$ cat src/rtl/generator_reply_event_decoder_core_macros.svh
// Assertion macros shared by the decoder modules.
// GRED_ASSERT checks outside reset; GRED_ASSERT_ALWAYS also checks during reset.
`ifndef GENERATOR_REPLY_EVENT_DECODER_CORE_MACROS_SVH
`define GENERATOR_REPLY_EVENT_DECODER_CORE_MACROS_SVH
`ifndef NO_ASSERTIONS
`define GRED_ASSERT(lbl, prop, msg) \
  lbl: assert property (@(posedge clk) disable iff (rst) prop) else $error(msg);
`define GRED_ASSERT_ALWAYS(lbl, prop, msg) \
  lbl: assert property (@(posedge clk) prop) else $error(msg);
`else
`define GRED_ASSERT(lbl, prop, msg)
`define GRED_ASSERT_ALWAYS(lbl, prop, msg)
`endif
`endif

$ cat src/rtl/gred_pkg.sv
package gred_pkg;

  localparam int POS_W         = 6;
  localparam int DEFAULT_MAX_FRAME_LEN = 32;
  localparam int CODE_W        = 4;
  localparam int VALUE_W       = 10;
  localparam int NUM_EVENTS    = 13;
  localparam int NUM_SLOTS     = 15;
  localparam int SLOT_W        = 4;
  localparam int QDEPTH        = 2;
  localparam int QPTR_W        = 1;
  localparam int QCNT_W        = 2;

  // event codes
  localparam logic [CODE_W-1:0] EV_MODE      = 4'd0;
  localparam logic [CODE_W-1:0] EV_STOPPED   = 4'd1;
  localparam logic [CODE_W-1:0] EV_KVP       = 4'd2;
  localparam logic [CODE_W-1:0] EV_MA        = 4'd3;
  localparam logic [CODE_W-1:0] EV_ELAPSED   = 4'd4;
  localparam logic [CODE_W-1:0] EV_SHOOT     = 4'd5;
  localparam logic [CODE_W-1:0] EV_STARTED   = 4'd6;
  localparam logic [CODE_W-1:0] EV_ERROR     = 4'd7;
  localparam logic [CODE_W-1:0] EV_WARM_DONE = 4'd8;
  localparam logic [CODE_W-1:0] EV_WARM_SHORT = 4'd9;
  localparam logic [CODE_W-1:0] EV_WARM_LONG = 4'd10;
  localparam logic [CODE_W-1:0] EV_LARGE_SPOT = 4'd11;
  localparam logic [CODE_W-1:0] EV_SMALL_SPOT = 4'd12;
  localparam logic [CODE_W-1:0] EV_NONE      = 4'd13;

  // slots of the run, in emission order
  localparam logic [SLOT_W-1:0] SL_MODE     = 4'd0;
  localparam logic [SLOT_W-1:0] SL_STOPPED  = 4'd1;
  localparam logic [SLOT_W-1:0] SL_KVP      = 4'd2;
  localparam logic [SLOT_W-1:0] SL_MA       = 4'd3;
  localparam logic [SLOT_W-1:0] SL_ELAPSED  = 4'd4;
  localparam logic [SLOT_W-1:0] SL_SHOOT    = 4'd5;
  localparam logic [SLOT_W-1:0] SL_STARTED  = 4'd6;
  localparam logic [SLOT_W-1:0] SL_ERROR    = 4'd7;
  localparam logic [SLOT_W-1:0] SL_QX_KVP   = 4'd8;
  localparam logic [SLOT_W-1:0] SL_QX_MA    = 4'd9;
  localparam logic [SLOT_W-1:0] SL_QX_SHOOT = 4'd10;
  localparam logic [SLOT_W-1:0] SL_WARM     = 4'd11;
  localparam logic [SLOT_W-1:0] SL_LARGE    = 4'd12;
  localparam logic [SLOT_W-1:0] SL_SMALL    = 4'd13;
  localparam logic [SLOT_W-1:0] SL_NONE     = 4'd14;

  // pattern flags
  localparam int F_M   = 0;
  localparam int F_V   = 1;
  localparam int F_I   = 2;
  localparam int F_E   = 3;
  localparam int F_XO  = 4;
  localparam int F_QT  = 5;
  localparam int F_XT  = 6;
  localparam int F_XX  = 7;
  localparam int F_QX  = 8;
  localparam int F_QW  = 9;
  localparam int F_QFB = 10;
  localparam int F_QFF = 11;
  localparam int NUM_FLAGS = 12;

  localparam logic [VALUE_W-1:0] WARM_SHORT_VAL = 10'd100;
  localparam logic [VALUE_W-1:0] WARM_LONG_VAL  = 10'd101;

  typedef logic [7:0] char_t;
  typedef logic [VALUE_W-1:0] value_t;

  // one finished frame, handed from scanner to emitter
  typedef struct packed {
    logic [NUM_SLOTS-1:0] mask;
    logic [CODE_W-1:0]    warm_code;
    value_t               f2;
    value_t               f1;
    value_t               f0;
  } summary_t;

  function automatic logic [CODE_W-1:0] slot_code(input logic [SLOT_W-1:0] slot,
                                                  input logic [CODE_W-1:0] warm);
    logic [CODE_W-1:0] code;
    case (slot)
      SL_MODE:     code = EV_MODE;
      SL_STOPPED:  code = EV_STOPPED;
      SL_KVP:      code = EV_KVP;
      SL_MA:       code = EV_MA;
      SL_ELAPSED:  code = EV_ELAPSED;
      SL_SHOOT:    code = EV_SHOOT;
      SL_STARTED:  code = EV_STARTED;
      SL_ERROR:    code = EV_ERROR;
      SL_QX_KVP:   code = EV_KVP;
      SL_QX_MA:    code = EV_MA;
      SL_QX_SHOOT: code = EV_SHOOT;
      SL_WARM:     code = warm;
      SL_LARGE:    code = EV_LARGE_SPOT;
      SL_SMALL:    code = EV_SMALL_SPOT;
      default:     code = EV_NONE;
    endcase
    return code;
  endfunction

endpackage

$ cat src/rtl/gred_scan.sv
`include "generator_reply_event_decoder_core_macros.svh"
module gred_scan import gred_pkg::*; #(
  parameter int MAX_FRAME_LEN = DEFAULT_MAX_FRAME_LEN
) (
  input  logic                  clk,
  input  logic                  rst,
  input  logic                  s_tvalid,
  output logic                  s_tready,
  input  logic [7:0]            s_tdata,   // rx_char
  input  logic                  s_tlast,
  input  logic                  cfg_valid,
  output logic                  cfg_ready,
  input  logic [NUM_EVENTS-1:0] cfg_data,
  input  logic                  q_full,
  output logic                  q_push,
  output summary_t              q_wdata
);

  localparam logic [POS_W-1:0] MaxPos = POS_W'(MAX_FRAME_LEN);

  logic [NUM_EVENTS-1:0] event_enable;
  logic [POS_W-1:0]      char_position, char_position_next;
  char_t                 prev_char, prev2_char;
  logic [NUM_FLAGS-1:0]  flags, flags_next;
  value_t                field_val [3];
  value_t                field_val_next [3];
  logic [2:0]            field_vld, field_vld_next, field_ok;
  logic                  xfer, take, dig;
  logic [3:0]            digit;
  logic [13:0]           cand, cut, mask14;
  logic [CODE_W-1:0]     warm_code;

  assign s_tready  = !q_full;
  assign cfg_ready = 1'b1;
  assign xfer      = s_tvalid && s_tready;
  assign take      = xfer && (char_position < MaxPos);
  assign dig       = (s_tdata >= 8'h30) && (s_tdata <= 8'h39);
  assign digit     = s_tdata[3:0];

  always_comb begin
    logic [13:0] prod;
    logic [POS_W-1:0] start;
    flags_next = flags;
    if (take) begin
      if (s_tdata == "M") flags_next[F_M] = 1'b1;
      if (s_tdata == "V") flags_next[F_V] = 1'b1;
      if (s_tdata == "I") flags_next[F_I] = 1'b1;
      if (s_tdata == "E") flags_next[F_E] = 1'b1;
      if (prev_char == "!" && s_tdata == "O") flags_next[F_XO] = 1'b1;
      if (prev_char == "?" && s_tdata == "T") flags_next[F_QT] = 1'b1;
      if (prev_char == "!" && s_tdata == "T") flags_next[F_XT] = 1'b1;
      if (prev_char == "!" && s_tdata == "X") flags_next[F_XX] = 1'b1;
      if (prev_char == "?" && s_tdata == "X") flags_next[F_QX] = 1'b1;
      if (prev_char == "?" && s_tdata == "W") flags_next[F_QW] = 1'b1;
      if (prev2_char == "?" && prev_char == "F" && s_tdata == "B") flags_next[F_QFB] = 1'b1;
      if (prev2_char == "?" && prev_char == "F" && s_tdata == "F") flags_next[F_QFF] = 1'b1;
    end
    char_position_next = take ? char_position + POS_W'(1) : char_position;
    for (int k = 0; k < 3; k++) begin
      start = POS_W'(2 + 4 * k);
      field_val_next[k] = field_val[k];
      field_vld_next[k] = field_vld[k];
      prod = {field_val[k], 3'b000} + {3'b000, field_val[k], 1'b0} + {10'd0, digit};
      if (take && char_position == start) begin
        field_vld_next[k] = dig;
        field_val_next[k] = dig ? {6'd0, digit} : '0;
      end else if (take && char_position > start && char_position < start + POS_W'(3)) begin
        field_vld_next[k] = field_vld[k] && dig;
        if (dig) field_val_next[k] = prod[VALUE_W-1:0];
      end
      field_ok[k] = field_vld_next[k] && (char_position_next >= start + POS_W'(3));
    end
  end

  // candidate events in run order, then cut at the first run-ending pattern
  always_comb begin
    cand[SL_MODE]     = flags_next[F_M] && field_ok[0];
    cand[SL_STOPPED]  = flags_next[F_XO];
    cand[SL_KVP]      = flags_next[F_V] && field_ok[0];
    cand[SL_MA]       = flags_next[F_I] && field_ok[0];
    cand[SL_ELAPSED]  = flags_next[F_QT] && field_ok[0];
    cand[SL_SHOOT]    = flags_next[F_XT] && field_ok[0];
    cand[SL_STARTED]  = flags_next[F_XX];
    cand[SL_ERROR]    = flags_next[F_E];
    cand[SL_QX_KVP]   = flags_next[F_QX] && field_ok[0];
    cand[SL_QX_MA]    = flags_next[F_QX] && field_ok[1];
    cand[SL_QX_SHOOT] = flags_next[F_QX] && field_ok[2];
    cand[SL_WARM]     = flags_next[F_QW] && field_ok[0] &&
                        (field_val_next[0] == '0 || field_val_next[0] == WARM_SHORT_VAL ||
                         field_val_next[0] == WARM_LONG_VAL);
    cand[SL_LARGE]    = flags_next[F_QFB];
    cand[SL_SMALL]    = flags_next[F_QFF];

    if (field_val_next[0] == '0) warm_code = EV_WARM_DONE;
    else if (field_val_next[0] == WARM_SHORT_VAL) warm_code = EV_WARM_SHORT;
    else warm_code = EV_WARM_LONG;

    if (flags_next[F_XO]) cut = 14'h0003;
    else if (flags_next[F_XX]) cut = 14'h007F;
    else if (flags_next[F_QX]) cut = 14'h07FF;
    else if (flags_next[F_QFB]) cut = 14'h1FFF;
    else cut = 14'h3FFF;

    for (int s = 0; s < 14; s++) begin
      mask14[s] = cand[s] && cut[s] && event_enable[slot_code(SLOT_W'(s), warm_code)];
    end
  end

  assign q_push            = xfer && s_tlast;
  assign q_wdata.mask      = {mask14 == '0, mask14};
  assign q_wdata.warm_code = warm_code;
  assign q_wdata.f0        = field_val_next[0];
  assign q_wdata.f1        = field_val_next[1];
  assign q_wdata.f2        = field_val_next[2];

  always_ff @(posedge clk) begin
    if (rst) begin
      event_enable  <= '0;
      char_position <= '0;
      prev_char     <= '0;
      prev2_char    <= '0;
      flags         <= '0;
      field_vld     <= '0;
      for (int k = 0; k < 3; k++) field_val[k] <= '0;
    end else begin
      if (cfg_valid && cfg_ready) event_enable <= cfg_data;
      if (q_push) begin
        // frame done: clear for the next one
        char_position <= '0;
        prev_char     <= '0;
        prev2_char    <= '0;
        flags         <= '0;
        field_vld     <= '0;
        for (int k = 0; k < 3; k++) field_val[k] <= '0;
      end else begin
        if (take) begin
          prev_char  <= s_tdata;
          prev2_char <= prev_char;
        end
        char_position <= char_position_next;
        flags         <= flags_next;
        field_vld     <= field_vld_next;
        for (int k = 0; k < 3; k++) field_val[k] <= field_val_next[k];
      end
    end
  end

  `GRED_ASSERT(a_pos_saturates, char_position <= MaxPos, "frame position past limit")
  `GRED_ASSERT(a_push_clears, q_push |=> (char_position == '0 && flags == '0), "frame state not cleared")
  `GRED_ASSERT(a_push_mask, q_push |-> q_wdata.mask != '0, "empty run pushed")

endmodule

$ cat src/rtl/gred_fifo.sv
`include "generator_reply_event_decoder_core_macros.svh"
module gred_fifo import gred_pkg::*; (
  input  logic     clk,
  input  logic     rst,
  input  logic     push,
  input  summary_t wdata,
  input  logic     pop,
  output summary_t rdata,
  output logic     empty,
  output logic     full
);

  summary_t           mem [QDEPTH];
  logic [QPTR_W-1:0]  wr_ptr, rd_ptr;
  logic [QCNT_W-1:0]  count;
  logic               do_push, do_pop;

  assign empty   = (count == '0);
  assign full    = (count == QCNT_W'(QDEPTH));
  assign do_push = push && !full;
  assign do_pop  = pop && !empty;
  assign rdata   = mem[rd_ptr];

  always_ff @(posedge clk) begin
    if (do_push) mem[wr_ptr] <= wdata;
  end

  always_ff @(posedge clk) begin
    if (rst) begin
      wr_ptr <= '0;
      rd_ptr <= '0;
      count  <= '0;
    end else begin
      if (do_push) wr_ptr <= wr_ptr + QPTR_W'(1);
      if (do_pop) rd_ptr <= rd_ptr + QPTR_W'(1);
      case ({do_push, do_pop})
        2'b10:   count <= count + QCNT_W'(1);
        2'b01:   count <= count - QCNT_W'(1);
        default: count <= count;
      endcase
    end
  end

  `GRED_ASSERT(a_count_range, count <= QCNT_W'(QDEPTH), "queue count out of range")
  `GRED_ASSERT(a_push_fills, (do_push && !do_pop) |=> !empty, "pushed entry lost")

endmodule

$ cat src/rtl/gred_emit.sv
`include "generator_reply_event_decoder_core_macros.svh"
module gred_emit import gred_pkg::*; (
  input  logic           clk,
  input  logic           rst,
  input  summary_t       q_rdata,
  input  logic           q_empty,
  output logic           q_pop,
  output logic           m_tvalid,
  input  logic           m_tready,
  output logic [15:0]    m_tdata,   // event_code[3:0], event_value[13:4], zero[15:14]
  output logic           m_tlast
);

  logic                 busy;
  logic [NUM_SLOTS-1:0] rem, low, rem_after;
  logic [CODE_W-1:0]    warm_code;
  value_t               f0, f1, f2;
  logic [SLOT_W-1:0]    slot;
  logic [CODE_W-1:0]    code;
  value_t               value;
  logic                 fire;
  logic [CODE_W-1:0]    out_code;
  value_t               out_value;

  assign q_pop     = !busy && !q_empty;
  assign fire      = busy && (!m_tvalid || m_tready);
  assign low       = rem & (~rem + NUM_SLOTS'(1));
  assign rem_after = rem & ~low;

  always_comb begin
    slot = '0;
    for (int s = 0; s < NUM_SLOTS; s++) begin
      if (low[s]) slot = SLOT_W'(s);
    end
    code = slot_code(slot, warm_code);
    case (slot)
      SL_MODE, SL_KVP, SL_MA, SL_ELAPSED, SL_SHOOT, SL_QX_KVP: value = f0;
      SL_QX_MA:    value = f1;
      SL_QX_SHOOT: value = f2;
      default:     value = '0;
    endcase
  end

  assign m_tdata = {2'b00, out_value, out_code};

  always_ff @(posedge clk) begin
    if (rst) begin
      busy     <= 1'b0;
      rem      <= '0;
      m_tvalid <= 1'b0;
      m_tlast  <= 1'b0;
    end else begin
      if (q_pop) begin
        busy <= 1'b1;
        rem  <= q_rdata.mask;
      end else if (fire) begin
        rem <= rem_after;
        if (rem_after == '0) busy <= 1'b0;
      end
      if (fire) begin
        m_tvalid <= 1'b1;
        m_tlast  <= (rem_after == '0);
      end else if (m_tready) begin
        m_tvalid <= 1'b0;
      end
    end
  end

  // payload
  always_ff @(posedge clk) begin
    if (q_pop) begin
      warm_code <= q_rdata.warm_code;
      f0        <= q_rdata.f0;
      f1        <= q_rdata.f1;
      f2        <= q_rdata.f2;
    end
    if (fire) begin
      out_code  <= code;
      out_value <= value;
    end
  end

  `GRED_ASSERT(a_busy_has_work, busy |-> rem != '0, "emitter busy with nothing left")
  `GRED_ASSERT(a_run_ends_last, $fell(busy) |-> (m_tvalid && m_tlast), "run ended without last")
  `GRED_ASSERT(a_plain_no_value,
    (m_tvalid && (out_code == EV_STOPPED || out_code == EV_STARTED || out_code == EV_ERROR ||
     out_code == EV_NONE)) |-> out_value == '0, "value on an event without one")

endmodule

$ cat src/rtl/generator_reply_event_decoder_core.sv
// Reply-frame event decoder. Characters of a generator reply frame arrive on the
// s_ side, one per transfer, s_tlast on the last one; the decoder takes one per
// cycle. At the frame end the scanner pushes a frame summary (events that survive
// the enable mask and the run's early exits, plus the decoded fields) into a
// two-entry queue. The emitter drains the queue and sends one event per cycle on
// the m_ side while m_tready is high, with m_tlast on the final event of each
// frame; a frame with no event gives one "none" event. The emitter spends a
// load step on each frame's summary, with no new event out. s_tready drops only
// while both queue entries wait. cfg_data (event_enable, bit k enables code k) is
// written whenever cfg_valid is high and should change only while the block is idle.
module generator_reply_event_decoder_core import gred_pkg::*; #(
  parameter int MAX_FRAME_LEN = DEFAULT_MAX_FRAME_LEN
) (
  input  logic                  clk,
  input  logic                  rst,
  input  logic                  s_tvalid,
  output logic                  s_tready,
  input  logic [7:0]            s_tdata,   // rx_char[7:0]
  input  logic                  s_tlast,   // end_of_frame
  output logic                  m_tvalid,
  input  logic                  m_tready,
  output logic [15:0]           m_tdata,   // event_code[3:0], event_value[13:4], zero[15:14]
  output logic                  m_tlast,   // last_event
  input  logic                  cfg_valid,
  output logic                  cfg_ready,
  input  logic [NUM_EVENTS-1:0] cfg_data
);

  summary_t q_wdata, q_rdata;
  logic     q_push, q_pop, q_empty, q_full;

  gred_scan #(.MAX_FRAME_LEN(MAX_FRAME_LEN)) u_scan (
    .clk, .rst,
    .s_tvalid, .s_tready, .s_tdata, .s_tlast,
    .cfg_valid, .cfg_ready, .cfg_data,
    .q_full, .q_push, .q_wdata
  );

  gred_fifo u_fifo (
    .clk, .rst,
    .push(q_push), .wdata(q_wdata),
    .pop(q_pop), .rdata(q_rdata),
    .empty(q_empty), .full(q_full)
  );

  gred_emit u_emit (
    .clk, .rst,
    .q_rdata, .q_empty, .q_pop,
    .m_tvalid, .m_tready, .m_tdata, .m_tlast
  );

endmodule

$ cat config.mk
export PLATFORM = sky130hd
export DESIGN_NAME = generator_reply_event_decoder_core
export DESIGN_NICKNAME = d
export VERILOG_FILES = /design/src/rtl/gred_pkg.sv /design/src/rtl/gred_scan.sv /design/src/rtl/gred_fifo.sv /design/src/rtl/gred_emit.sv /design/src/rtl/generator_reply_event_decoder_core.sv
export VERILOG_INCLUDE_DIRS = /design/src /design/src/rtl
export SDC_FILE = /design/constraint.sdc
export NUM_CORES = 1
export LEC_CHECK = 0
export BUFFER_PORTS_ARGS = -buffer_cell sky130_fd_sc_hd__buf_4
export CORE_UTILIZATION = 34
export DETAILED_ROUTE_END_ITERATION = 7
export PLACE_DENSITY = 0.61
export SLEW_MARGIN = 40
export SYNTH_ARGS = -nofsm -noshare
export SYNTH_HDL_FRONTEND = slang
export SYNTH_SLANG_ARGS = --single-unit
$ cat constraint.sdc
create_clock -name clk -period 4.9 [get_ports clk]
set_input_delay 1.225 -clock clk [delete_from_list [all_inputs] [get_ports clk]]
set_output_delay 1.225 -clock clk [all_outputs]
set_load 0.02 [all_outputs]
==> qor.txt, run 1 <==
===============================================================================
Pre-antenna DRT Iters                                                         6
Pins Over Slew Limit                                                          0
Post-detailed-route wirelength per cell                                 16.2 um
Routability Congestion                                                    0.873
TritonCTS clock tree                                                       done
P&R area growth vs syn                                                    15.8%
Power density cells                                                  494 nW/um2
Overall die height                                                       188 um
Fill cell count                                                            3231
Most used DFF post-synth                                           sky130_fd_sc_hd__edfxtp_1
Clock Skews                                                           0.0114 ns
Leakage component of the power                                          5.06 nW
Number of gates resized after CTS                                             0
Setup slack after placement                                            0.306 ns
Skew-Pair Late Insertion Delay                                          0.52 ns
Remaining DRCs                                                                0
Die Outline Area                                                      35200 um2
Residual antenna-violating net count after detailed routing                   0
Least-Margin Pin Slew                                                  0.749 ns
CTS buffer count                                                             26
Setup Crit Path Kind                                                  in -> reg
Worst VDD drop                                                           231 uV
Area of the placeable core                                            33700 um2
Antenna Diode Count                                                           0
Proportion of synthesized chip area in sequential cells                   0.560
Total setup buffers inserted after CTS                                        0
Total congestion overflow after global routing                                0
Register bit count reported by yosys                                        243
Synthesized netlist cell count                                             1038
Top library cells by usage in the layout, fill and taps aside      sky130_fd_sc_hd__edfxtp_1, sky130_fd_sc_hd__nor2_1, sky130_fd_sc_hd__dfxtp_1, sky130_fd_sc_hd__nand2_1, sky130_fd_sc_hd__a21oi_1
Async set or reset register ratio after synthesis                             0
Worst-case headroom to the max-slew limit                                 0.501
CTS H-tree depth                                                              1
Hold Vio Cnt, Final                                                           0
Type of element launching the critical path                        primary input
Global-route wire length before repair                                 41600 um
Number of sinks handled by clock tree synthesis                             243
Hold buffer count at cts                                                      0
Post-placement cell area                                              12700 um2
Summed area of non-filler cells in the final layout                   13600 um2
Post-Route Utilization                                                    0.403
Initial DRC Count                                                           512
Maximum buffer depth of the clock tree                                        3
Number of global-route vias before repair                                  7738
Final Cycle Share                                                         0.829
Initial antenna violation count                                               0
Post-DR vias/cell                                                          5.03
Met3 routing resource usage after global routing                         0.0168
Syn Std Cell Area                                                     11700 um2
Effective utilization at floorplan                                        0.348
Post-layout net count                                                      1187
Critical Path RT                                                        5.17 ns
Number of top-level design ports                                             47
Number of standard-cell rows in the floorplan                                67
Port Buf Inserts                                                             43
Number of max-cap violations                                                  0
Setup repair after global routing missed its margin                          no
Clock tree root buffer cell                                        sky130_fd_sc_hd__clkbuf_16
DPL Wire Length                                                        17800 um
Post-synth EDFFs                                                            170
Clock Pin Slew Worst Setup and Hold Paths                               0.06 ns
Post-route worst setup slack                                           0.839 ns
Met1 usage                                                                0.204
Fraction of layout instances using a drive strength above 1               0.146
Status                                                             complete, no violations
Minimum clock period                                                    4.06 ns
Sum of negative setup slack                                                0 ns
Highest net fanout along the worst path                                       4
Wire length reported by the detailed router                            25600 um
Worst hold path cell count                                                    2
Synth warn                                                                    0
Layer carrying the most global-route usage                                 met2
Chip Width                                                               188 um
GRT Total Usage                                                           0.145
Achievable clock frequency                                            0.246 GHz
Total of endpoints with negative setup slack in the final report              0
Path class of the lowest-slack min-delay path                        reg -> reg
Mapped Avg Cell Area                                                   11.3 um2
Most common cell after layout, fill and taps aside                 sky130_fd_sc_hd__edfxtp_1
Category of the worst setup path capture point                             flop
Worst reg-to-reg path cell count                                              8
Met2 routing resource usage after global routing                          0.238
Pin count of the biggest net entering global routing                         49
Count of distinct cell types in the synthesized netlist                      83
Total design power                                                    0.00670 W
Endpoint arrival time on the critical path                              4.33 ns
Via Count                                                                  7926
===============================================================================
==> logic make-up (layout without fill, tap and decap cells) <==
kind of cell	count (synthesis)	count (layout)	share of synthesized area
AOI/OAI and AO/OA	206	206	0.114
xor gates and xnor gates	32	32	0.0239
adders and majority gates	53	53	0.0600
buffers and inverters	95	155	0.0329
DFF	243	243	0.560
muxes	76	76	0.0687
other	2	33	0.000641
and+or+nand+nor	331	331	0.139
==> cell type report <==
type,instances,area (um2),share of cell area
Inverter,44,165,0.0122
Tap cell,448,561,0.0413
Clock inverter,15,139,0.0102
Clock buffer,33,728,0.0536
Multi-Input combinational cell,731,4940,0.364
Sequential cell,243,6570,0.484
Timing Repair Buffer,63,473,0.0348
==> registers in the layout (all words and copies together), names as in the netlist, 6 cells and up, named ones only <==
register	flops
u_fifo.mem	94
u_scan.char_position	6
u_scan.field_val	30
u_emit.f1	10
u_emit.f2	10
u_scan.prev_char	8
u_scan.prev2_char	8
u_emit.f0	10
u_emit.rem	15
u_scan.event_enable	13
u_scan.flags	12
u_emit.out_value	10
==> Yosys cell counts, types with 3 or more instances <==
| library cell | instances | share of area |
|---|---|---|
| sky130_fd_sc_hd__fa_1 | 6 | 0.010 |
| sky130_fd_sc_hd__nand2b_1 | 10 | 0.0053 |
| sky130_fd_sc_hd__a31oi_1 | 11 | 0.0059 |
| sky130_fd_sc_hd__or3_1 | 9 | 0.0048 |
| sky130_fd_sc_hd__a22oi_1 | 4 | 0.0026 |
| sky130_fd_sc_hd__buf_4 | 4 | 0.0026 |
| sky130_fd_sc_hd__clkbuf_1 | 37 | 0.012 |
| sky130_fd_sc_hd__nand4_1 | 6 | 0.0032 |
| sky130_fd_sc_hd__and2_1 | 18 | 0.0096 |
| sky130_fd_sc_hd__xor2_1 | 6 | 0.0045 |
| sky130_fd_sc_hd__mux2_2 | 36 | 0.035 |
| sky130_fd_sc_hd__o21bai_1 | 7 | 0.0045 |
| sky130_fd_sc_hd__o22ai_1 | 4 | 0.0021 |
| sky130_fd_sc_hd__nand4b_1 | 3 | 0.0022 |
| sky130_fd_sc_hd__o21ai_0 | 38 | 0.016 |
| sky130_fd_sc_hd__and3_1 | 5 | 0.0027 |
| sky130_fd_sc_hd__buf_2 | 5 | 0.0021 |
| sky130_fd_sc_hd__buf_1 | 4 | 0.0013 |
| sky130_fd_sc_hd__nor4_1 | 9 | 0.0048 |
| sky130_fd_sc_hd__a21oi_1 | 66 | 0.028 |
| sky130_fd_sc_hd__o211ai_1 | 3 | 0.0019 |
| sky130_fd_sc_hd__nand3_1 | 22 | 0.0094 |
| sky130_fd_sc_hd__a41oi_1 | 3 | 0.0022 |
| sky130_fd_sc_hd__mux2i_1 | 40 | 0.034 |
| sky130_fd_sc_hd__edfxtp_1 | 170 | 0.44 |
| sky130_fd_sc_hd__a211oi_1 | 8 | 0.0051 |
| sky130_fd_sc_hd__nor2_1 | 117 | 0.037 |
| sky130_fd_sc_hd__xnor2_1 | 26 | 0.019 |
| sky130_fd_sc_hd__nor3_1 | 31 | 0.013 |
| sky130_fd_sc_hd__o2bb2ai_1 | 3 | 0.0022 |
| sky130_fd_sc_hd__a21o_1 | 16 | 0.010 |
| sky130_fd_sc_hd__nor2b_1 | 8 | 0.0043 |
| sky130_fd_sc_hd__nand2_1 | 67 | 0.021 |
| sky130_fd_sc_hd__o31ai_1 | 4 | 0.0026 |
| sky130_fd_sc_hd__dfxtp_1 | 73 | 0.12 |
| sky130_fd_sc_hd__ha_1 | 45 | 0.048 |
| sky130_fd_sc_hd__inv_1 | 42 | 0.013 |
| sky130_fd_sc_hd__a22o_1 | 10 | 0.0075 |
==> metal layers <==
layer | wire length, um | part of all wire | up-vias
met5 | 0 | 0 | -
met2 | 12000 | 0.47 | 148
met3 | 987 | 0.039 | 30
met4 | 398 | 0.016 | 0
met1 | 12200 | 0.48 | 3829
li1 | - | - | 3919
==> worst max-delay path, cell delays in order <==
cell	delay (ns)
sky130_fd_sc_hd__buf_4	0.08
sky130_fd_sc_hd__inv_1	0.06
sky130_fd_sc_hd__fa_1	0.52
sky130_fd_sc_hd__inv_1	0.07
sky130_fd_sc_hd__ha_1	0.30
sky130_fd_sc_hd__a21o_1	0.18
sky130_fd_sc_hd__o2bb2ai_1	0.16
sky130_fd_sc_hd__or3_1	0.32
sky130_fd_sc_hd__a32o_1	0.30
sky130_fd_sc_hd__nor2_1	0.12
sky130_fd_sc_hd__nand4_1	0.13
sky130_fd_sc_hd__or4_1	0.58
sky130_fd_sc_hd__o2111a_1	0.27
==> through the flow <==
stage	cells	hold slack, ns
CTS	1577	0.456
global placement	1529	0.438
floorplan	1069	0.431
global route	1577	0.474
finish	1577	0.455
detailed placement	1529	0.448
==> path summary, 6_finish.rpt <==
path / from / slack (ns) / to
max: s_tdata[3] / 0.84 / u_fifo.mem[0][48]
min: u_scan.prev2_char[5] / 0.45 / u_scan.prev2_char[5]
max reg2reg: u_emit.rem[1] / 1.19 / u_emit.out_value[7]
min reg2reg: u_scan.prev2_char[5] / 0.45 / u_scan.prev2_char[5]
==> power breakdown <==
group,internal (W),switching (W)
logic,0.000731,0.00116
clock network,0.00116,0.000799
registers,0.00267,0.000187
total,0.00456,0.00214
Power figures use the tool's default switching activity.
==> inputs of run 2 (changes only) <==
--- a/config.mk
+++ b/config.mk
@@ -6,6 +6,7 @@
 export SDC_FILE = /design/constraint.sdc
 export NUM_CORES = 1
 export LEC_CHECK = 0
+export ABC_AREA = 1
 export BUFFER_PORTS_ARGS = -buffer_cell sky130_fd_sc_hd__buf_4
 export CORE_UTILIZATION = 34
 export DETAILED_ROUTE_END_ITERATION = 7
==> constraint.sdc (replaced) <==
create_clock -name clk -period 3.4 [get_ports clk]
set_input_delay 0.85 -clock clk [delete_from_list [all_inputs] [get_ports clk]]
set_output_delay 0.85 -clock clk [all_outputs]
set_load 0.02 [all_outputs]
==> run 2 against run 1 <==
The run now ends with DRC left. Synthesized cell count rose by 32%. Sequential share of layout area fell by 2.4 points. Worst hold slack about the same. Final cell count up 24%. Critical endpoint is now u_fifo.mem[0][45].
==> qor.txt, run 2 <==
==================================================================================
Status                                                                complete, but fails checks
Violated checks                                                                DRC
Synth area leader                                                     sky130_fd_sc_hd__edfxtp_1
GRT Total Usage                                                              0.151
Total setup buffers inserted after CTS                                           0
Most frequently used cell type in the post-synthesis netlist          sky130_fd_sc_hd__nand2_1
Worst reg-to-reg path cell count                                                17
Leakage component of the power                                             6.36 nW
Effective utilization at floorplan                                           0.345
Worst-case headroom to the max-slew limit                                    0.494
CTS buffer count                                                                27
Simple-Gate Fraction of Synth Area                                           0.243
Sequential group share of total power                                        0.404
Synth top area cells                                                  sky130_fd_sc_hd__edfxtp_1, sky130_fd_sc_hd__dfxtp_1, sky130_fd_sc_hd__nand2_1
Setup repair after global routing missed its margin                             no
Synthesized netlist cell count                                                1374
Least-Margin Pin Slew                                                     0.752 ns
Fill cell count                                                               3474
Clock tree root buffer cell                                           sky130_fd_sc_hd__clkbuf_16
Die Outline Area                                                         36700 um2
Category of the worst setup path capture point                                flop
Hold Vio Cnt, Final                                                              0
Fraction of layout instances using a drive strength above 1                  0.132
TritonCTS clock tree                                                          done
Post-layout net count                                                         1547
Register containing the most flip-flops in the final layout             u_fifo.mem
Biggest registers after layout                                        u_fifo.mem (94), u_scan.field_val (30), u_emit.rem (15)
Multiplexer share of the synthesized area                                        0
Async set or reset register ratio after synthesis                                0
Relative contribution of combinational cells to total power                  0.285
Minimum clock period                                                       2.95 ns
Sum of negative setup slack                                                   0 ns
Register area                                                             6570 um2
Post-Synth Adder-Cell Area                                                  0.0559
Clock Skews                                                             0.00921 ns
Initial DRC Count                                                              618
Post-placement cell area                                                 13300 um2
Post-Route Utilization                                                       0.403
Global-route wire length before repair                                    44200 um
Port Buf Inserts                                                                43
Worst hold path cell count                                                       1
P&R area growth vs syn                                                       16.9%
Pins Over Slew Limit                                                             0
Power density cells                                                     698 nW/um2
Via Count                                                                     9114
Top cell types by occurrence after synthesis                          sky130_fd_sc_hd__nand2_1, sky130_fd_sc_hd__inv_1, sky130_fd_sc_hd__edfxtp_1
Achievable clock frequency                                               0.339 GHz
Compound-gate portion of the synthesized area                               0.0780
Syn Std Cell Area                                                        12200 um2
Remaining DRCs                                                                   2
Final Cycle Share                                                            0.867
Type of element launching the critical path                           primary input
Setup Crit Path Kind                                                     in -> reg
Switching power summed over all nets                                     0.00334 W
Count of distinct cell types in the synthesized netlist                         57
Mapped Avg Cell Area                                                      8.90 um2
Fraction of power consumed by the clock network                              0.311
Residual antenna-violating net count after detailed routing                      0
Overall die height                                                          192 um
Chip Width                                                                  192 um
Area share of the leading cell type in the synthesized netlist               0.418
Skew-Pair Late Insertion Delay                                             0.53 ns
Number of sinks handled by clock tree synthesis                                243
Total design power                                                       0.00997 W
Summed area of non-filler cells in the final layout                      14300 um2
Synth warn                                                                       0
Wire length reported by the detailed router                               27200 um
Area of combinational cells with multiple inputs                          4910 um2
Hold buffer count at cts                                                         0
Pre-antenna DRT Iters                                                            7
Path class of the lowest-slack min-delay path                           reg -> reg
Register bit count reported by yosys                                           243
Total congestion overflow after global routing                                   0
Proportion of synthesized chip area in sequential cells                      0.537
Pin count of the biggest net entering global routing                            48
Number of max-cap violations                                                     0
Number of top-level design ports                                                47
Area of the placeable core                                               35500 um2
Initial antenna violation count                                                  0
Total of endpoints with negative setup slack in the final report                 0
Post-detailed-route wirelength per cell                                    14.0 um
Number of standard-cell rows in the floorplan                                   69
Final-layout worst hold slack                                             0.455 ns
Internal portion of total power                                          0.00663 W
Critical Path RT                                                           3.68 ns
Endpoint arrival time on the critical path                                 3.23 ns
DPL Wire Length                                                           20000 um
Switching share of power                                                     0.335
Number of gates resized after CTS                                                0
Flip-flop count of the largest register, all copies and words added             94
Number of global-route vias before repair                                     8570
Routability Congestion                                                       0.857
Antenna Diode Count                                                              0
CTS H-tree depth                                                                 1
Top library cells by usage in the layout, fill and taps aside         sky130_fd_sc_hd__nand2_1, sky130_fd_sc_hd__inv_1, sky130_fd_sc_hd__edfxtp_1, sky130_fd_sc_hd__nor2_1, sky130_fd_sc_hd__dfxtp_1
Post-synth EDFFs                                                               170
Post-DR vias/cell                                                             4.67
Maximum buffer depth of the clock tree                                           3
Highest net fanout along the worst path                                          3
Clock Pin Slew Worst Setup and Hold Paths                                  0.06 ns
Worst VDD drop                                                              335 uV
Most used DFF post-synth                                              sky130_fd_sc_hd__edfxtp_1
Most common cell after layout, fill and taps aside                    sky130_fd_sc_hd__nand2_1
Xor-xnor portion of the synthesized cell area                               0.0121
Largest family of logic cells by synthesized area                     simple AND/OR/NAND/NOR gates
==================================================================================
==> run 2: changes by cell type in the layout (fill, tap and decap cells not counted), moves of 36 or more <==
cell,previous run,this run
sky130_fd_sc_hd__inv_1,42,171
sky130_fd_sc_hd__mux2_2,36,0
sky130_fd_sc_hd__mux2i_1,40,0
sky130_fd_sc_hd__nand2_1,67,354
sky130_fd_sc_hd__nand3_1,22,61
sky130_fd_sc_hd__nor2_1,115,154
==> run 2: metrics by stage <==
stage | cells | worst slack [ns]
floorplan | 1405 | -0.125
global placement | 1901 | -0.0594
detailed placement | 1901 | -0.0950
CTS | 1950 | 0.474
global route | 1950 | 0.239
finish | 1950 | 0.453
==> run 2: cell type report <==
type                            instances  share of cell area
Multi-Input combinational cell        936               0.343
Clock buffer                           30              0.0481
Inverter                              187              0.0494
Sequential cell                       243               0.460
Timing Repair Buffer                   74              0.0406
Tap cell                              461              0.0404
Clock inverter                         19              0.0184
==> run 2: worst paths after layout <==
kind | endpoint | start | slack (ns)
max | u_fifo.mem[0][45] | s_tdata[3] | 0.45
min | flop | u_fifo.rd_ptr | 0.45
max reg2reg | u_fifo.mem[0][45] | u_scan.field_val[0][2] | 0.54
min reg2reg | flop | u_fifo.rd_ptr | 0.45
==> run 2: critical path, stage by stage <==
cell and delay, ns:
sky130_fd_sc_hd__buf_4 0.11, sky130_fd_sc_hd__inv_1 0.07, sky130_fd_sc_hd__fa_1 0.53, sky130_fd_sc_hd__inv_1 0.07
sky130_fd_sc_hd__fa_1 0.49, sky130_fd_sc_hd__nand2_1 0.11, sky130_fd_sc_hd__nand2_1 0.05, sky130_fd_sc_hd__nand2_1 0.05
sky130_fd_sc_hd__nand2_1 0.06, sky130_fd_sc_hd__inv_1 0.05, sky130_fd_sc_hd__nor2_1 0.05, sky130_fd_sc_hd__nor2_4 0.13
sky130_fd_sc_hd__nand2_1 0.07, sky130_fd_sc_hd__nor2_2 0.13, sky130_fd_sc_hd__nand3_1 0.12, sky130_fd_sc_hd__nand3_1 0.09
sky130_fd_sc_hd__nand2_1 0.06, sky130_fd_sc_hd__and2_1 0.14
==> run 2: routing by layer <==
metal  GRT usage  part of all wire  vias up
met5           0                 0        -
li1            -                 -     4674
met3      0.0197             0.042       40
met2       0.251              0.47      153
met4      0.0348             0.017        0
met1       0.209              0.48     4247
==> run 2: cell families after synthesis <==
family | Yosys count
flops | 243
fa+ha+maj | 51
simple gates | 677
buf+inv | 226
compound gates | 159
other cells | 2
xor+xnor | 16
==> run 2: power groups by stage <==
stage          logic [W]  clock network (W)  registers (W)
4_1_cts          0.00287            0.00317        0.00403
5_1_grt          0.00324            0.00329        0.00407
6_report         0.00284            0.00310        0.00403
3_3_place_gp     0.00282                  0        0.00409
3_5_place_dp     0.00286                  0        0.00409
2_1_floorplan    0.00191                  0        0.00416
==> inputs of run 3 (changes only) <==
--- a/config.mk
+++ b/config.mk
@@ -10,6 +10,7 @@
 export BUFFER_PORTS_ARGS = -buffer_cell sky130_fd_sc_hd__buf_4
 export CORE_UTILIZATION = 34
 export DETAILED_ROUTE_END_ITERATION = 7
+export GPL_TIMING_DRIVEN = 0
 export PLACE_DENSITY = 0.61
 export SLEW_MARGIN = 40
 export SYNTH_ARGS = -nofsm -noshare
==> run 3 against run 2 <==
The run now ends clean. Final cell count is 0.56% higher. Clock skew is 0.0077 ns higher. Sequential power hardly changed. Worst hold slack worse by 0.0023 ns. Critical endpoint is now u_fifo.mem[1][45].
==> qor.txt, run 3 (synthesis gave the netlist of run 2 again) <==
==================================================================================
Maximum buffer depth of the clock tree                                           3
Critical path cell sequence                                           buf_4, buf_6, inv_1, fa_1, inv_1, fa_2, nand2_1, nand2_1, nand2_1, nand2_1, inv_1, nor2_1, nor2_4, nand2_1, nor2_2, nand3_1, nand3_1, nand2_1, and2_1
Achievable clock frequency                                               0.315 GHz
Global-route wire length before repair                                    43100 um
Worst Min Path Start                                                  u_scan.prev2_char[5]
Critical Path RT                                                           3.66 ns
Final Cycle Share                                                            0.933
Clock tree root buffer cell                                           sky130_fd_sc_hd__clkbuf_16
Port Buf Inserts                                                                43
Least-Margin Pin Slew                                                     0.705 ns
Highest net fanout along the worst path                                          9
Critical path's largest stage delay                                        0.54 ns
Fraction of layout instances using a drive strength above 1                  0.117
Remaining DRCs                                                                   0
Clock Pin Slew Worst Setup and Hold Paths                                  0.06 ns
Setup repair after global routing missed its margin                             no
Via Count                                                                     9007
Total congestion overflow after global routing                                   0
Status                                                                complete, no violations
Category of the worst setup path capture point                                flop
Effective utilization at floorplan                                           0.345
Post-Route Utilization                                                       0.402
Number of max-cap violations                                                     0
Worst VDD drop                                                              407 uV
Chip Width                                                                  192 um
Biggest registers after layout                                        u_fifo.mem (94), u_scan.field_val (30), u_emit.rem (15)
DPL Wire Length                                                           20400 um
Number of cells on the critical path                                            19
Hold Vio Cnt, Final                                                              0
Post-detailed-route wirelength per cell                                    13.7 um
FF-to-FF setup slack                                                       0.50 ns
Skew-Pair Late Insertion Delay                                             0.53 ns
Number of standard-cell rows in the floorplan                                   69
Total of endpoints with negative setup slack in the final report                 0
Worst hold path cell count                                                       2
Worst reg-to-reg path cell count                                                17
Path class of the lowest-slack min-delay path                           reg -> reg
Total setup buffers inserted after CTS                                           0
Fill cell count                                                               3502
Setup Crit Path Kind                                                     in -> reg
Minimum clock period                                                       3.17 ns
CTS H-tree depth                                                                 1
Leakage component of the power                                             6.32 nW
Slowest library cell on the worst path                                sky130_fd_sc_hd__fa_1
Initial antenna violation count                                                  0
Filler-free cell count of the finished design                                 1961
Critical path buffer and inverter count                                          5
Kind of cell with the highest combined delay on the critical path     simple AND/OR/NAND/NOR gates
Routability Congestion                                                       0.822
Wire length reported by the detailed router                               26800 um
Number of top-level design ports                                                47
Worst reg2reg path startpoint                                         u_scan.field_val[0][2]
TritonCTS clock tree                                                          done
Type of element launching the critical path                           primary input
Power density cells                                                     683 nW/um2
Worst Hold Path EP                                                    u_scan.prev2_char[5]
Area of the placeable core                                               35500 um2
Endpoint arrival time on the critical path                                 3.43 ns
GRT Total Usage                                                              0.149
Post-layout net count                                                         1558
Number of placed instances with taps included                                 1913
Overall die height                                                          192 um
Clock Skews                                                              0.0169 ns
CTS buffer count                                                                26
Die Outline Area                                                         36700 um2
Number of sinks handled by clock tree synthesis                                243
Pin count of the biggest net entering global routing                            43
Most common cell after layout, fill and taps aside                    sky130_fd_sc_hd__nand2_1
Worst-case headroom to the max-slew limit                                    0.526
Pins Over Slew Limit                                                             0
Number of global-route vias before repair                                     8468
Pre-antenna DRT Iters                                                            5
P&R area growth vs syn                                                       16.5%
Residual antenna-violating net count after detailed routing                      0
Flip-flop count of the largest register, all copies and words added             94
Endpoint of the lowest-slack register-to-register path                u_fifo.mem[1][45]
Cell type with the highest occurrence count on the critical path      sky130_fd_sc_hd__nand2_1
Initial DRC Count                                                              564
Post-DR vias/cell                                                             4.59
Top library cells by usage in the layout, fill and taps aside         sky130_fd_sc_hd__nand2_1, sky130_fd_sc_hd__inv_1, sky130_fd_sc_hd__edfxtp_1, sky130_fd_sc_hd__nor2_1, sky130_fd_sc_hd__dfxtp_1
Antenna Diode Count                                                              0
Register containing the most flip-flops in the final layout             u_fifo.mem
==================================================================================
[run 3: where the power goes]
| group | internal, W | total [W] | switching (W) | leakage (nW) |
|---|---|---|---|---|
| Sequential | 0.00381 | 0.00401 | 0.000201 | 2.21 |
| Clock | 0.00179 | 0.00291 | 0.00112 | 0.439 |
| Combinational | 0.000908 | 0.00281 | 0.00190 | 3.67 |
[run 3: area by class of cell]
cell class,instances,area (um2),area share
Timing Repair Buffer,47,408,0.0286
Multi-Input combinational cell,936,4900,0.344
Clock inverter,11,124,0.00869
Clock buffer,37,768,0.0539
Tap cell,461,577,0.0405
Inverter,187,706,0.0495
Buffer,39,195,0.0137
Sequential cell,243,6570,0.461
[run 3: how the worst max path moves through the flow]
stage / startpoint / endpoint / slack (ns)
after floorplan: s_tvalid / u_fifo.mem[0][0] / -0.13
after global placement: s_tvalid / u_fifo.mem[0][15] / -1.51
after detailed placement: s_tdata[3] / u_fifo.mem[1][45] / -0.42
after CTS: s_tdata[3] / u_fifo.mem[0][45] / 0.13
after global routing: s_tdata[3] / u_fifo.mem[0][45] / 0.02
final: s_tdata[3] / u_fifo.mem[1][45] / 0.23
[run 3: per-layer routing]
metal	global-route usage	vias to the layer above	part of all wire
met5	0	-	0
met4	0.0440	0	0.022
met3	0.0206	41	0.043
met2	0.250	152	0.46
met1	0.198	4097	0.47
li1	-	4717	-
[run 3: stage by stage]
step           hold slack, ns  power [W]  setup slack [ns]  TNS [ns]  area [um2]
5_1_grt                 0.473     0.0103            0.0225         0       14200
3_3_place_gp            0.436    0.00685             -1.51   -144.19       13200
4_1_cts                 0.455    0.00984             0.126         0       14200
3_5_place_dp            0.446    0.00690            -0.422     -2.39       13300
6_report                0.453    0.00973             0.226         0       14200
2_1_floorplan           0.424    0.00607            -0.125    -11.80       12300
[run 3: timing repair]
item / in CTS / in global routing
gates resized for setup: 0 / 3
endpoints found under the setup margin: 0 / 4
hold endpoints to repair: 0 / 0
hold buffers: 0 / 0
[run 3: worst register-to-register path, stage by stage (launching register included)]
cell                       delay [ns]
sky130_fd_sc_hd__edfxtp_1        0.42
sky130_fd_sc_hd__inv_1           0.07
sky130_fd_sc_hd__fa_1            0.48
sky130_fd_sc_hd__inv_1           0.07
sky130_fd_sc_hd__fa_2            0.42
sky130_fd_sc_hd__nand2_1         0.10
sky130_fd_sc_hd__nand2_1         0.05
sky130_fd_sc_hd__nand2_1         0.05
sky130_fd_sc_hd__nand2_1         0.07
sky130_fd_sc_hd__inv_1           0.06
sky130_fd_sc_hd__nor2_1          0.05
sky130_fd_sc_hd__nor2_4          0.14
sky130_fd_sc_hd__nand2_1         0.08
sky130_fd_sc_hd__nor2_2          0.13
sky130_fd_sc_hd__nand3_1         0.13
sky130_fd_sc_hd__nand3_1         0.09
sky130_fd_sc_hd__nand2_1         0.06
sky130_fd_sc_hd__and2_1          0.16
